File: src/rtl/dlq_pkg.sv
`timescale 1ns / 1ps
// ----------------------------------------------------------------------------
// dlq_pkg
// Shared types and constants of the debounced level qualifier.
// ----------------------------------------------------------------------------
package dlq_pkg;

	localparam int DataW   = 32;
	localparam int DebW    = 16;
	localparam int CfgIdxW = 2;
	localparam int QDepth  = 2;
	localparam int QPtrW   = $clog2(QDepth);
	localparam int QCntW   = $clog2(QDepth + 1);

	localparam logic [CfgIdxW-1:0] REG_DEBOUNCE    = 2'd0;
	localparam logic [CfgIdxW-1:0] REG_MAX_MATCHED = 2'd1;
	localparam logic [CfgIdxW-1:0] REG_MATCH_LEVEL = 2'd2;

	typedef enum logic [2:0] {
		EV_REPEAT   = 3'd0,
		EV_MATCH    = 3'd1,
		EV_UNMATCH  = 3'd2,
		EV_BOUNCE   = 3'd3,
		EV_OVERLONG = 3'd4
	} event_t;

	typedef struct packed {
		event_t            ev;
		logic [DataW-1:0]  elapsed;
	} cmd_t;

	typedef struct packed {
		logic [DebW-1:0]   debounce_ms;
		logic [DataW-1:0]  max_matched_ms;
		logic              match_level;
	} cfg_t;

endpackage

File: src/rtl/debounced_level_qualifier.sv
`timescale 1ns / 1ps
// ----------------------------------------------------------------------------
// debounced_level_qualifier
// Qualifies pin-change events against a debounce time and a maximum matched
// pulse width, and reports an event code with running counters.
// ----------------------------------------------------------------------------
// Each request is one pin event (level and millisecond timestamp) and yields
// exactly one result. The block takes one request per clock while in_stall is
// low; a request passes the queue and then the output register. A two-entry
// queue between the classifier and the counter stage absorbs output stalls, so
// in_stall rises only when two requests wait behind a stalled result. The user
// must write configuration through cfg_we, cfg_index and cfg_data only while
// idle, which is not enforced; an index beyond the three registers is ignored.
module debounced_level_qualifier (
	input  logic                        clk,
	input  logic                        arst_n,
	input  logic                        cfg_we,
	input  logic [dlq_pkg::CfgIdxW-1:0] cfg_index,
	input  logic [dlq_pkg::DataW-1:0]   cfg_data,
	input  logic                        in_valid,
	output logic                        in_stall,
	input  logic                        level,
	input  logic [dlq_pkg::DataW-1:0]   now_ms,
	output logic                        out_valid,
	input  logic                        out_stall,
	output logic [2:0]                  event_res,
	output logic                        matched,
	output logic [dlq_pkg::DataW-1:0]   invoked_count,
	output logic [dlq_pkg::DataW-1:0]   repeat_count,
	output logic [dlq_pkg::DataW-1:0]   match_count,
	output logic [dlq_pkg::DataW-1:0]   unmatch_count,
	output logic [dlq_pkg::DataW-1:0]   spurious_count,
	output logic [dlq_pkg::DataW-1:0]   last_duration
);

	dlq_pkg::cfg_t cfg_q;
	dlq_pkg::cmd_t push_cmd;
	dlq_pkg::cmd_t head_cmd;
	logic          q_full;
	logic          q_push;
	logic          q_pop;
	logic          q_not_empty;

	always_ff @(posedge clk or negedge arst_n) begin
		if (!arst_n) begin
			cfg_q.debounce_ms    <= dlq_pkg::DebW'(50);
			cfg_q.max_matched_ms <= '0;
			cfg_q.match_level    <= 1'b0;
		end else if (cfg_we) begin
			unique case (cfg_index)
				dlq_pkg::REG_DEBOUNCE: begin
					cfg_q.debounce_ms <= cfg_data[dlq_pkg::DebW-1:0];
				end
				dlq_pkg::REG_MAX_MATCHED: begin
					cfg_q.max_matched_ms <= cfg_data;
				end
				dlq_pkg::REG_MATCH_LEVEL: begin
					cfg_q.match_level <= cfg_data[0];
				end
				default: begin
					cfg_q <= cfg_q;
				end
			endcase
		end
	end

	dlq_front u_front (
		.clk      (clk),
		.arst_n   (arst_n),
		.cfg      (cfg_q),
		.in_valid (in_valid),
		.in_stall (in_stall),
		.level    (level),
		.now_ms   (now_ms),
		.q_full   (q_full),
		.q_push   (q_push),
		.q_cmd    (push_cmd)
	);

	dlq_queue u_queue (
		.clk       (clk),
		.arst_n    (arst_n),
		.push      (q_push),
		.push_cmd  (push_cmd),
		.full      (q_full),
		.pop       (q_pop),
		.not_empty (q_not_empty),
		.head      (head_cmd)
	);

	dlq_back u_back (
		.clk            (clk),
		.arst_n         (arst_n),
		.q_not_empty    (q_not_empty),
		.q_head         (head_cmd),
		.q_pop          (q_pop),
		.out_valid      (out_valid),
		.out_stall      (out_stall),
		.event_res      (event_res),
		.matched        (matched),
		.invoked_count  (invoked_count),
		.repeat_count   (repeat_count),
		.match_count    (match_count),
		.unmatch_count  (unmatch_count),
		.spurious_count (spurious_count),
		.last_duration  (last_duration)
	);

endmodule

File: src/rtl/dlq_front.sv
`timescale 1ns / 1ps
// ----------------------------------------------------------------------------
// dlq_front
// Accepts pin events, tracks the last level and change time, and classifies
// each event into a command for the back end.
// ----------------------------------------------------------------------------
module dlq_front (
	input  logic                      clk,
	input  logic                      arst_n,
	input  dlq_pkg::cfg_t             cfg,
	input  logic                      in_valid,
	output logic                      in_stall,
	input  logic                      level,
	input  logic [dlq_pkg::DataW-1:0] now_ms,
	input  logic                      q_full,
	output logic                      q_push,
	output dlq_pkg::cmd_t             q_cmd
);

	logic                      prev_level_q;
	logic [dlq_pkg::DataW-1:0] change_time_q;
	logic [dlq_pkg::DataW-1:0] elapsed;
	logic                      is_repeat;
	logic                      settled;
	logic                      within_max;
	dlq_pkg::event_t           ev;

	assign in_stall   = q_full;
	assign q_push     = in_valid & ~q_full;
	assign elapsed    = now_ms - change_time_q;
	assign is_repeat  = (level == prev_level_q);
	assign settled    = (elapsed >= {{(dlq_pkg::DataW - dlq_pkg::DebW){1'b0}}, cfg.debounce_ms});
	assign within_max = (cfg.max_matched_ms == '0) || (elapsed < cfg.max_matched_ms);

	always_comb begin
		priority if (is_repeat) begin
			ev = dlq_pkg::EV_REPEAT;
		end else if (!settled) begin
			ev = dlq_pkg::EV_BOUNCE;
		end else if (level == cfg.match_level) begin
			ev = dlq_pkg::EV_MATCH;
		end else if (within_max) begin
			ev = dlq_pkg::EV_UNMATCH;
		end else begin
			ev = dlq_pkg::EV_OVERLONG;
		end
	end

	assign q_cmd.ev      = ev;
	assign q_cmd.elapsed = elapsed;

	always_ff @(posedge clk or negedge arst_n) begin
		if (!arst_n) begin
			prev_level_q  <= 1'b0;
			change_time_q <= '0;
		end else if (q_push && !is_repeat) begin
			prev_level_q  <= level;
			change_time_q <= now_ms;
		end
	end

endmodule

File: src/rtl/dlq_queue.sv
`timescale 1ns / 1ps
// ----------------------------------------------------------------------------
// dlq_queue
// Short request queue between the classifier and the counter back end.
// ----------------------------------------------------------------------------
module dlq_queue (
	input  logic          clk,
	input  logic          arst_n,
	input  logic          push,
	input  dlq_pkg::cmd_t push_cmd,
	output logic          full,
	input  logic          pop,
	output logic          not_empty,
	output dlq_pkg::cmd_t head
);

	dlq_pkg::cmd_t                  mem_q [dlq_pkg::QDepth];
	logic [dlq_pkg::QPtrW-1:0]      wr_ptr_q;
	logic [dlq_pkg::QPtrW-1:0]      rd_ptr_q;
	logic [dlq_pkg::QCntW-1:0]      count_q;
	logic                           do_push;
	logic                           do_pop;

	localparam logic [dlq_pkg::QPtrW-1:0] LastPtr = dlq_pkg::QPtrW'(dlq_pkg::QDepth - 1);
	localparam logic [dlq_pkg::QCntW-1:0] FullCnt = dlq_pkg::QCntW'(dlq_pkg::QDepth);

	assign full      = (count_q == FullCnt);
	assign not_empty = (count_q != '0);
	assign head      = mem_q[rd_ptr_q];
	assign do_push   = push & ~full;
	assign do_pop    = pop & not_empty;

	always_ff @(posedge clk) begin
		if (do_push) begin
			mem_q[wr_ptr_q] <= push_cmd;
		end
	end

	always_ff @(posedge clk or negedge arst_n) begin
		if (!arst_n) begin
			wr_ptr_q <= '0;
			rd_ptr_q <= '0;
			count_q  <= '0;
		end else begin
			if (do_push) begin
				wr_ptr_q <= (wr_ptr_q == LastPtr) ? '0 : wr_ptr_q + 1'b1;
			end
			if (do_pop) begin
				rd_ptr_q <= (rd_ptr_q == LastPtr) ? '0 : rd_ptr_q + 1'b1;
			end
			if (do_push && !do_pop) begin
				count_q <= count_q + 1'b1;
			end else if (do_pop && !do_push) begin
				count_q <= count_q - 1'b1;
			end
		end
	end

endmodule

File: src/rtl/dlq_back.sv
`timescale 1ns / 1ps
// ----------------------------------------------------------------------------
// dlq_back
// Applies classified requests to the matched state and the event counters
// and holds the result until the consumer takes it.
// ----------------------------------------------------------------------------
module dlq_back (
	input  logic                      clk,
	input  logic                      arst_n,
	input  logic                      q_not_empty,
	input  dlq_pkg::cmd_t             q_head,
	output logic                      q_pop,
	output logic                      out_valid,
	input  logic                      out_stall,
	output logic [2:0]                event_res,
	output logic                      matched,
	output logic [dlq_pkg::DataW-1:0] invoked_count,
	output logic [dlq_pkg::DataW-1:0] repeat_count,
	output logic [dlq_pkg::DataW-1:0] match_count,
	output logic [dlq_pkg::DataW-1:0] unmatch_count,
	output logic [dlq_pkg::DataW-1:0] spurious_count,
	output logic [dlq_pkg::DataW-1:0] last_duration
);

	logic                      out_valid_q;
	dlq_pkg::event_t           ev_q;
	logic                      matched_q;
	logic [dlq_pkg::DataW-1:0] events_q;
	logic [dlq_pkg::DataW-1:0] repeats_q;
	logic [dlq_pkg::DataW-1:0] matches_q;
	logic [dlq_pkg::DataW-1:0] unmatches_q;
	logic [dlq_pkg::DataW-1:0] spurious_q;
	logic [dlq_pkg::DataW-1:0] duration_q;

	assign q_pop = q_not_empty & (~out_valid_q | ~out_stall);

	always_ff @(posedge clk or negedge arst_n) begin
		if (!arst_n) begin
			out_valid_q <= 1'b0;
			ev_q        <= dlq_pkg::EV_REPEAT;
			matched_q   <= 1'b0;
			events_q    <= '0;
			repeats_q   <= '0;
			matches_q   <= '0;
			unmatches_q <= '0;
			spurious_q  <= '0;
			duration_q  <= '0;
		end else begin
			if (q_pop) begin
				out_valid_q <= 1'b1;
			end else if (!out_stall) begin
				out_valid_q <= 1'b0;
			end
			if (q_pop) begin
				ev_q     <= q_head.ev;
				events_q <= events_q + 1'b1;
				unique case (q_head.ev)
					dlq_pkg::EV_REPEAT: begin
						repeats_q <= repeats_q + 1'b1;
					end
					dlq_pkg::EV_MATCH: begin
						matches_q <= matches_q + 1'b1;
						matched_q <= 1'b1;
					end
					dlq_pkg::EV_UNMATCH: begin
						unmatches_q <= unmatches_q + 1'b1;
						duration_q  <= q_head.elapsed;
						matched_q   <= 1'b0;
					end
					dlq_pkg::EV_BOUNCE: begin
						spurious_q <= spurious_q + 1'b1;
					end
					dlq_pkg::EV_OVERLONG: begin
						spurious_q <= spurious_q + 1'b1;
						matched_q  <= 1'b0;
					end
					default: begin
						spurious_q <= spurious_q;
					end
				endcase
			end
		end
	end

	assign out_valid      = out_valid_q;
	assign event_res      = ev_q;
	assign matched        = matched_q;
	assign invoked_count  = events_q;
	assign repeat_count   = repeats_q;
	assign match_count    = matches_q;
	assign unmatch_count  = unmatches_q;
	assign spurious_count = spurious_q;
	assign last_duration  = duration_q;

endmodule

File: config.mk
export PLATFORM = sky130hd
export DESIGN_NAME = debounced_level_qualifier
export DESIGN_NICKNAME = d
export VERILOG_FILES = /design/src/rtl/dlq_pkg.sv /design/src/rtl/debounced_level_qualifier.sv /design/src/rtl/dlq_front.sv /design/src/rtl/dlq_queue.sv /design/src/rtl/dlq_back.sv
export SDC_FILE = /design/constraint.sdc
export NUM_CORES = 1
export LEC_CHECK = 0
export ABC_AREA = 0
export BUFFER_PORTS_ARGS = -buffer_cell sky130_fd_sc_hd__buf_2
export CORE_AREA = 2 2 204 206
export CTS_CLUSTER_DIAMETER = 200
export CTS_CLUSTER_SIZE = 28
export DETAILED_ROUTE_END_ITERATION = 8
export DIE_AREA = 0 0 206 208
export SETUP_SLACK_MARGIN = 0.1
export SLEW_MARGIN = 20
export SYNTH_ARGS = -nofsm -noshare
export SYNTH_HDL_FRONTEND = slang
export SYNTH_SLANG_ARGS = --single-unit
File: constraint.sdc
create_clock -name clk -period 6.3 [get_ports clk]
set_clock_uncertainty 0.2 [all_clocks]
set_input_delay 1.26 -clock clk [delete_from_list [all_inputs] [get_ports clk]]
set_output_delay 1.26 -clock clk [all_outputs]
set_load 0.02 [all_outputs]
==> run summary, run 1 <==
- 270 — Top Ports
- 0 — Post-route DRC
- 5 — worst-path maximum fanout
- 16 — clock buffer count from CTS
- 11848 — vias in the first global route
- 12221 — vias after detailed routing
- 0 — max-slew violations
- 0 — number of hold violations in the final report
- 269 — Port Buffer Count
- 1709 — post-synthesis net count
- dfrtp_1, edfxtp_1, xnor2_1 — leading post-synthesis cells by cell area
- 40550 um^2 — CORE AREA
- 353 — number of storage elements in the synthesis netlist
- u_front.change_time_q[4]$_DFFE_PN0P_ — startpoint of the worst register-to-register path
- 0.3779 — worst slew margin relative to its limit
- 19 — reg2reg path depth
- u_queue.mem_q[0][33]$_DFFE_PP_ — capture instance of the worst register-to-register path
- dfrtp_1 — cell with the most instances after synthesis
- 0.65 ns — delay of the slowest critical-path stage
- or4b_2 — cell with the biggest individual delay on the critical path
- 19 — critical path depth in cells
- dfrtp_1, nand2_1, xnor2_1 — most frequent cells after synthesis
- 0.8017 — async set-or-reset flop fraction in the synthesized netlist
- 1 — antenna violations before repair
- 6.46 ns — critical path required time
- 0 — total congestion overflow
- 0.9214 — portion of the clock cycle consumed by the worst path in the final layout
- 0.52 ns — clock latency on the worst-skew pair
- 0.1878 — overall global routing resource usage
- 0.9331 ns — Worst-Margin Slew
- 5.805 ns — post-layout min period
- 0.2214 — layout cells sized above 1
- 0.4241 — Initial Utilization
- 15.05% — Area Growth Syn to Fin
- dfrtp_1 — biggest area consumer among synthesized cells
- 5.154 — via density per instance
- 64.83 mm — global-route wire length before repair
- 0 — final number of setup-violating endpoints
- done — TritonCTS clock tree
- complete, no violations — run status
- 0 — number of nets still failing antenna checks after routing
- 0.4074 — share of Yosys cell area claimed by the top area cell type
- a21o_1 — most used cell, CP
- u_queue.mem_q[0][33]$_DFFE_PP_ — worst setup path end
- now_ms[4] — start point of the critical path
- in -> reg — CP Class
- 70 — library cells used by synthesis
- reg -> reg — worst hold path class
- 3750 — filler instances
- no — RSZ-0062 raised after global routing
- 1990 — number of nets in the layout
- 0.11 ns — clock edge transition at the registers on the reported setup and hold paths
- dfrtp_1 — top_reg_cell synth
- 42850 um^2 — Die Area
- 1552 — number of standard cells after synthesis
- 0.0003063 V — maximum VDD drop
- 11.08 um^2 — mean area per synthesized cell
- register — Worst setup EP type
- 0.5342 — Seq/Total Area, Yosys
- 206 um — die width
- 0.8638 — routability congestion estimate from global placement
- input pin — Critical Path Start Type
- 208 um — die height
- 0 ns — final setup TNS
- 5 — first-pass iteration count of the detailed router
- 436.0 nW/um^2 — Power per Cell Area
- 17.26 um — wire length per cell
- 5.96 ns — Worst Path Arrival
- 1 — H-Tree Depth
- clkbuf_16 — CTS root buffer
- 40.92 mm — total routed wirelength
- 0 — # Post-CTS Setup Buffers
- 0 — number of warnings issued by yosys
- 9.696 nW — leakage power
- 0.97 ns — reg-to-reg slack, setup
- 353 — Num Clock Sinks
- 0 — number of hold-repair buffers added at the cts stage
- 74 — row count
- 0 — total of cells resized after clock tree synthesis
- 3 — maximum count of clock buffers along a single path
- 1 — critical path buffer and inverter count
- 751 — 1st-iter DRT viols
- 0.1723 GHz — Max Clock Freq
- 17200 um^2 — area of the mapped netlist
- buf_2, ha_1, a21o_1, a31o_1, o2111a_1, o21a_1, o211a_1, a211oi_1, ha_1, a21o_1, a21o_1, a21o_1, a21o_1, a21o_1, a211oi_1, or4b_2, a21oi_1, a31oi_1, o22ai_1 — cells along the critical path
- 0 — max_cap viols
- 70 — Post-synth EDFFs
- 30.98 mm — half-perimeter wire length after placement
- 118 — pin count of the biggest net entering global routing
- 0.008629 W — Total Power
- compound AO/OA/AOI/OAI gates — family of cells with the greatest summed delay on the critical path
-- cell usage in the layout, fill, tap and decap left out, drive strengths merged, types with 5 or more instances in the layout --
| master | synthesis | routed |
|---|---|---|
| mux2i | 34 | 34 |
| buf | 7 | 297 |
| and3 | 35 | 35 |
| mux2 | 70 | 70 |
| o21a | 9 | 9 |
| nor3 | 26 | 26 |
| nor2b | 9 | 9 |
| o22ai | 5 | 5 |
| xor2 | 62 | 62 |
| and2 | 8 | 8 |
| nand4 | 37 | 37 |
| a21oi | 49 | 49 |
| nand3 | 69 | 69 |
| nor2 | 81 | 81 |
| o21ai | 73 | 73 |
| edfxtp | 70 | 70 |
| xnor2 | 124 | 124 |
| nand2b | 11 | 11 |
| a31oi | 8 | 8 |
| ha | 84 | 84 |
| clkbuf | 27 | 22 |
| nor4 | 10 | 10 |
| a211oi | 7 | 7 |
| inv | 103 | 103 |
| dfrtp | 280 | 280 |
| a21o | 28 | 28 |
| nand2 | 159 | 159 |
| and4 | 10 | 10 |
-- final cells by class --
type / instances / area [um^2] / share of cell area
multi-input cells: 1062 / 7506 / 0.3793
repair buffers: 297 / 1579 / 0.07979
inverters: 103 / 386.6 / 0.01954
clock buffers: 22 / 444.2 / 0.02245
diodes: 1 / 2.502 / 0.0001265
flip-flops and latches: 353 / 9189 / 0.4643
well taps: 532 / 665.6 / 0.03364
clock inverters: 1 / 16.27 / 0.0008220
-- stage by stage --
stage / utilization / instance area [um^2] / instances / setup WS, ns / hold WS (ns)
final: 0.4880 / 19790 / 2371 / 0.4950 / 0.2757
after global routing: 0.4879 / 19790 / 2370 / 0.2302 / 0.3007
after floorplan: - / 17200 / 1552 / 0.5419 / 0.2538
after CTS: 0.4879 / 19790 / 2370 / 0.5738 / 0.2737
after detailed placement: 0.4766 / 19330 / 2347 / 0.01441 / 0.2547
after global placement: 0.4766 / 19330 / 2347 / 0.08850 / 0.2514
-- registers in the layout (all words and copies together), names as in the netlist, 2 cells and up --
register and cells:
cfg_q 49, u_back.event_res 3, u_back.invoked_count 32, u_back.last_duration 32, u_back.match_count 32, u_back.repeat_count 32
u_back.spurious_count 32, u_back.unmatch_count 32, u_front.change_time_q 32, u_queue.count_q 2, u_queue.mem_q 70
-- worst reg2reg max path, delay by kind of cell (launching register included) --
kind | cells | cell delay, ns
simple gates | 1 | 0.66
buf+inv | 1 | 0.04
flops | 1 | 0.35
compound gates | 15 | 3.24
fa+ha+maj | 2 | 0.70
-- power breakdown --
part	switching (W)	internal, W
registers	0.000296	0.00306
clock network	0.000727	0.000505
logic	0.00243	0.00161
total	0.00346	0.00517
-- kinds of logic (layout without fill, tap and decap cells) --
kind of cell | after synthesis | in the layout | synth area share
AND/OR/NAND/NOR | 472 | 472 | 0.1346
flip-flops | 353 | 353 | 0.5342
AO/OA/AOI/OAI | 215 | 215 | 0.07827
XOR/XNOR | 186 | 186 | 0.09471
buffers and inverters | 137 | 423 | 0.03033
multiplexers | 104 | 104 | 0.06561
adder cells (fa/ha/maj) | 85 | 85 | 0.06227
other | 0 | 1 | 0
-- routing by layer --
layer  wire length, um  vias to the layer above  track usage
met2             19040                      275       0.3099
met3              2140                       36      0.02663
met5                 0                        -            0
met4               815                        0      0.03990
met1             18930                     5965       0.2630
li1                  -                     5945            -
-- how the worst min path moves through the flow --
stage,cells past startpoint,start,endpoint
final,1,u_back.repeat_count[31]$_DFFE_PN0P_,u_back.repeat_count[31]$_DFFE_PN0P_
after global routing,1,u_back.unmatch_count[31]$_DFFE_PN0P_,u_back.unmatch_count[31]$_DFFE_PN0P_
after CTS,1,u_back.repeat_count[31]$_DFFE_PN0P_,u_back.repeat_count[31]$_DFFE_PN0P_
after detailed placement,1,u_back.repeat_count[31]$_DFFE_PN0P_,u_back.repeat_count[31]$_DFFE_PN0P_
after global placement,1,u_back.match_count[31]$_DFFE_PN0P_,u_back.match_count[31]$_DFFE_PN0P_
after floorplan,2,u_front.change_time_q[0]$_DFFE_PN0P_,u_front.change_time_q[0]$_DFFE_PN0P_
No activity file was read; power rests on OpenSTA's default activity.
==> run 2, diff against run 1 <==
ABC_AREA = 1   (was 0)
CORE_AREA = 2 2 211 213   (was 2 2 204 206)
DIE_AREA = 0 0 213 215   (was 0 0 206 208)
==> run 2 against run 1 <==
Register-to-register slack better by 1.5 ns. Critical path type unchanged. Hold slack gained 0.0021 ns. Critical endpoint unchanged. Via count increased by 22%. Clock power about the same. Cell area rose by 6.5%. Synthesized cell count rose by 39%. Routed wire length rose by 17%. Count of clock-buffer cells in the layout up 2. Fmax up 36%.
==> run summary, run 2 <==
- nand2_1, inv_1, dfrtp_1 — most frequent cells after synthesis
- 4.274 ns — post-layout min period, -1.531 ns
- 0 — Post-route DRC, unchanged
- 0 — max_cap viols, unchanged
- 37.48 mm — half-perimeter wire length after placement, +21%
- 1.082 ns — Worst-Margin Slew, +0.1486 ns
- 14939 — vias after detailed routing, +22%
- 0 — number of hold violations in the final report, unchanged
- no — RSZ-0062 raised after global routing
- 0.44 ns — delay of the slowest critical-path stage, -0.21 ns
- 0.0002904 V — maximum VDD drop, -5.2%
- 353 — Num Clock Sinks, unchanged
- 2321 — post-synthesis net count, +36%
- 0.3777 — share of Yosys cell area claimed by the top area cell type, -0.02967
- 0.05773 — arithmetic-cell share of the synthesized area counting full adders, half adders and majority gates, -0.004536
- 16 — clock buffer count from CTS, unchanged
- 6.47 ns — critical path required time, about the same
- 2585 — number of nets in the layout, +30%
- nand2_1 — cell with the most instances after synthesis
- 0 — final number of setup-violating endpoints, unchanged
- 0 — max-slew violations, unchanged
- 0.54 ns — clock latency on the worst-skew pair, +0.02 ns
- nand2_1, inv_1, dfrtp_1, buf_2, nor2_1 — highest-count cells in the layout ignoring fill and taps
- 353 — number of storage elements in the synthesis netlist, unchanged
- 43640 um^2 — CORE AREA, +7.6%
- 0.9057 — routability congestion estimate from global placement, +4.9%
- 3002 — placed instance count, +28%
- 910 — 1st-iter DRT viols, +21%
- 47.81 mm — total routed wirelength, +17%
- 10.96 nW — leakage power, +13%
- 4.935 — via density per instance, -4.3%
- 0 — number of nets still failing antenna checks after routing, unchanged
- 4.44 ns — Worst Path Arrival, -1.52 ns
- 0 — Antenna Cells, -1
- u_queue.mem_q x70, cfg_q x49 — largest registers
- complete, no violations — run status
- 0.0006070 — multiplexer share of the synthesized area, -0.06501
- 45800 um^2 — Die Area, +6.9%
- 0.2336 — simple-gate portion of the synthesized area, +0.09898
- 75.94 mm — global-route wire length before repair, +17%
- nand2_1 — most common cell after layout, fill and taps aside
- 0.4952 — Seq/Total Area, Yosys, -0.03891
- 4297 — filler instances, +15%
- 14352 — vias in the first global route, +21%
- dfrtp_1, edfxtp_1, nand2_1 — leading post-synthesis cells by cell area
- 0.4251 — Initial Utilization, +0.0009408
- 47 — library cells used by synthesis, -33%
- 0.05908 — compound-gate portion of the synthesized area, -0.01919
- 0.08073 — post-synthesis share of cell area spent on xor and xnor gates, -0.01398
- nand2_1 — most used cell, CP
- 0 — # Post-CTS Setup Buffers, unchanged
- 395.9 nW/um^2 — Power per Cell Area, -9.2%
- 0 — total of cells resized after clock tree synthesis, unchanged
- 3027 — final std cells w/o fill, +28%
- 3 — maximum count of clock buffers along a single path, unchanged
- clkbuf_16 — CTS root buffer
- 18550 um^2 — area of the mapped netlist, +7.9%
- 94 — pin count of the biggest net entering global routing, -20%
- 0 — antenna violations before repair, -1
- 15.80 um — wire length per cell, -8.5%
- input pin — Critical Path Start Type
- 0.2340 GHz — Max Clock Freq, +36%
- 2164 — number of standard cells after synthesis, +39%
- 215 um — die height, +3.4%
- dfrtp_1 — biggest area consumer among synthesized cells
- buf_2, ha_1, nand2_1, inv_1, nand2_1, nor3_1, nand3_1, nand2_1, nand2_1, nand2_1, inv_1, ha_1, a21oi_1, nor2_1, a211oi_1, o21ai_0, a21oi_1, nand2_1, nand2_1, nand2_1, a21oi_1 — cells along the critical path
- u_queue.mem_q — register name with the most flops
- 70 — Post-synth EDFFs, unchanged
- 77 — row count, +4.1%
- 213 um — die width, +3.4%
- 0.8017 — async set-or-reset flop fraction in the synthesized netlist, unchanged
- dfrtp_1 — top_reg_cell synth
- 8.573 um^2 — mean area per synthesized cell, -23%
- 0.11 ns — clock edge transition at the registers on the reported setup and hold paths, about the same
- in -> reg — CP Class
- 0.2768 — worst slew margin relative to its limit, -0.1011
- nor3_1 — cell with the biggest individual delay on the critical path
- 70 — number of flip-flops in the largest register, unchanged
- 1 — H-Tree Depth, unchanged
- done — TritonCTS clock tree
- 5 — first-pass iteration count of the detailed router, unchanged
- reg -> reg — worst hold path class
- 0.2083 — overall global routing resource usage, +0.02044
- 0.1462 — layout cells sized above 1, -0.07524
- 0.2778 ns — tightest hold margin, +0.002090 ns
- 269 — Port Buffer Count, unchanged
- 0 — number of hold-repair buffers added at the cts stage, unchanged
- 0.6785 — portion of the clock cycle consumed by the worst path in the final layout, -0.2430
- 0 — number of warnings issued by yosys, unchanged
- simple AND/OR/NAND/NOR gates — main combinational cell family by area after synthesis
- 0 ns — final setup TNS, unchanged
- 0 — total congestion overflow, unchanged
- 270 — Top Ports, unchanged
- 6 — worst-path maximum fanout, +1
- register — Worst setup EP type
- 0.4830 — post-route core utilization, -0.004953
- 13.63% — Area Growth Syn to Fin
==> run 2: changes by cell type after synthesis, moves of 21 or more <==
cell     delta
xor2_1     +50
a21oi_1    +45
a31oi_1    +24
mux2i_1    -34
nor2_1    +132
a21o_1     -28
and3_1     -35
mux2_2     -69
inv_1     +215
nand3_1    +33
nor3_1     +21
xnor2_1    -65
nand2_1   +361
==> run 2: cells by family after synthesis <==
family / count (synthesis)
fa+ha+maj: 85
mux: 1
buf+inv: 358
simple gates: 995
flops: 353
xor+xnor: 171
compound gates: 201
==> run 2: power breakdown <==
group / internal (W) / switching, W
Clock: 0.000511 / 0.000742
Combinational: 0.00121 / 0.00257
Sequential: 0.00302 / 0.000300
==> run 2: worst max-delay path, delay by kind of cell <==
kind / cells / cell delay, ns
buffers and inverters: 3 / 0.29
AOI/OAI and AO/OA: 5 / 0.76
and+or+nand+nor: 11 / 1.53
adders and majority gates: 2 / 0.60
==> run 2: final timing paths <==
path | start | to | slack (ns) | depth (start not counted)
setup / recovery | now_ms[22] | u_queue.mem_q[0][33]$_DFFE_PP_ | 2.03 | 21
hold / removal | u_back.invoked_count[31]$_DFFE_PN0P_ | u_back.invoked_count[31]$_DFFE_PN0P_ | 0.28 | 1
setup reg to reg | u_front.change_time_q[22]$_DFFE_PN0P_ | u_queue.mem_q[0][33]$_DFFE_PP_ | 2.47 | 21
hold reg to reg | u_back.invoked_count[31]$_DFFE_PN0P_ | u_back.invoked_count[31]$_DFFE_PN0P_ | 0.28 | 1
max in group asynchronous | arst_n | cfg_q[26]$_DFFE_PN0P_ | 4.15 | 2
min in group asynchronous | arst_n | u_back.repeat_count[31]$_DFFE_PN0P_ | 0.51 | 1
==> run 2: final cells by class <==
class / instances / area, um^2 / share of cell area
repair buffers: 278 / 1436 / 0.06814
multi-input cells: 1453 / 8023 / 0.3806
clock inverters: 1 / 16.27 / 0.0007716
flip-flops and latches: 353 / 9188 / 0.4358
clock buffers: 24 / 451.7 / 0.02143
inverters: 326 / 1225 / 0.05811
well taps: 592 / 740.7 / 0.03514
==> run 2: per-layer routing <==
layer  share of wire  global-route usage
met1            0.47              0.2982
met2            0.46              0.3418
met3           0.041             0.02031
met4           0.023             0.04569
met5               0                   0
==> run 2: metrics by stage <==
stage	total power, W	cell area (um^2)	setup WS (ns)
floorplan	0.005918	18550	2.266
global placement	0.007061	20610	1.576
detailed placement	0.007168	20610	1.526
CTS	0.008442	21080	2.089
global route	0.009071	21080	1.702
finish	0.008346	21080	2.026
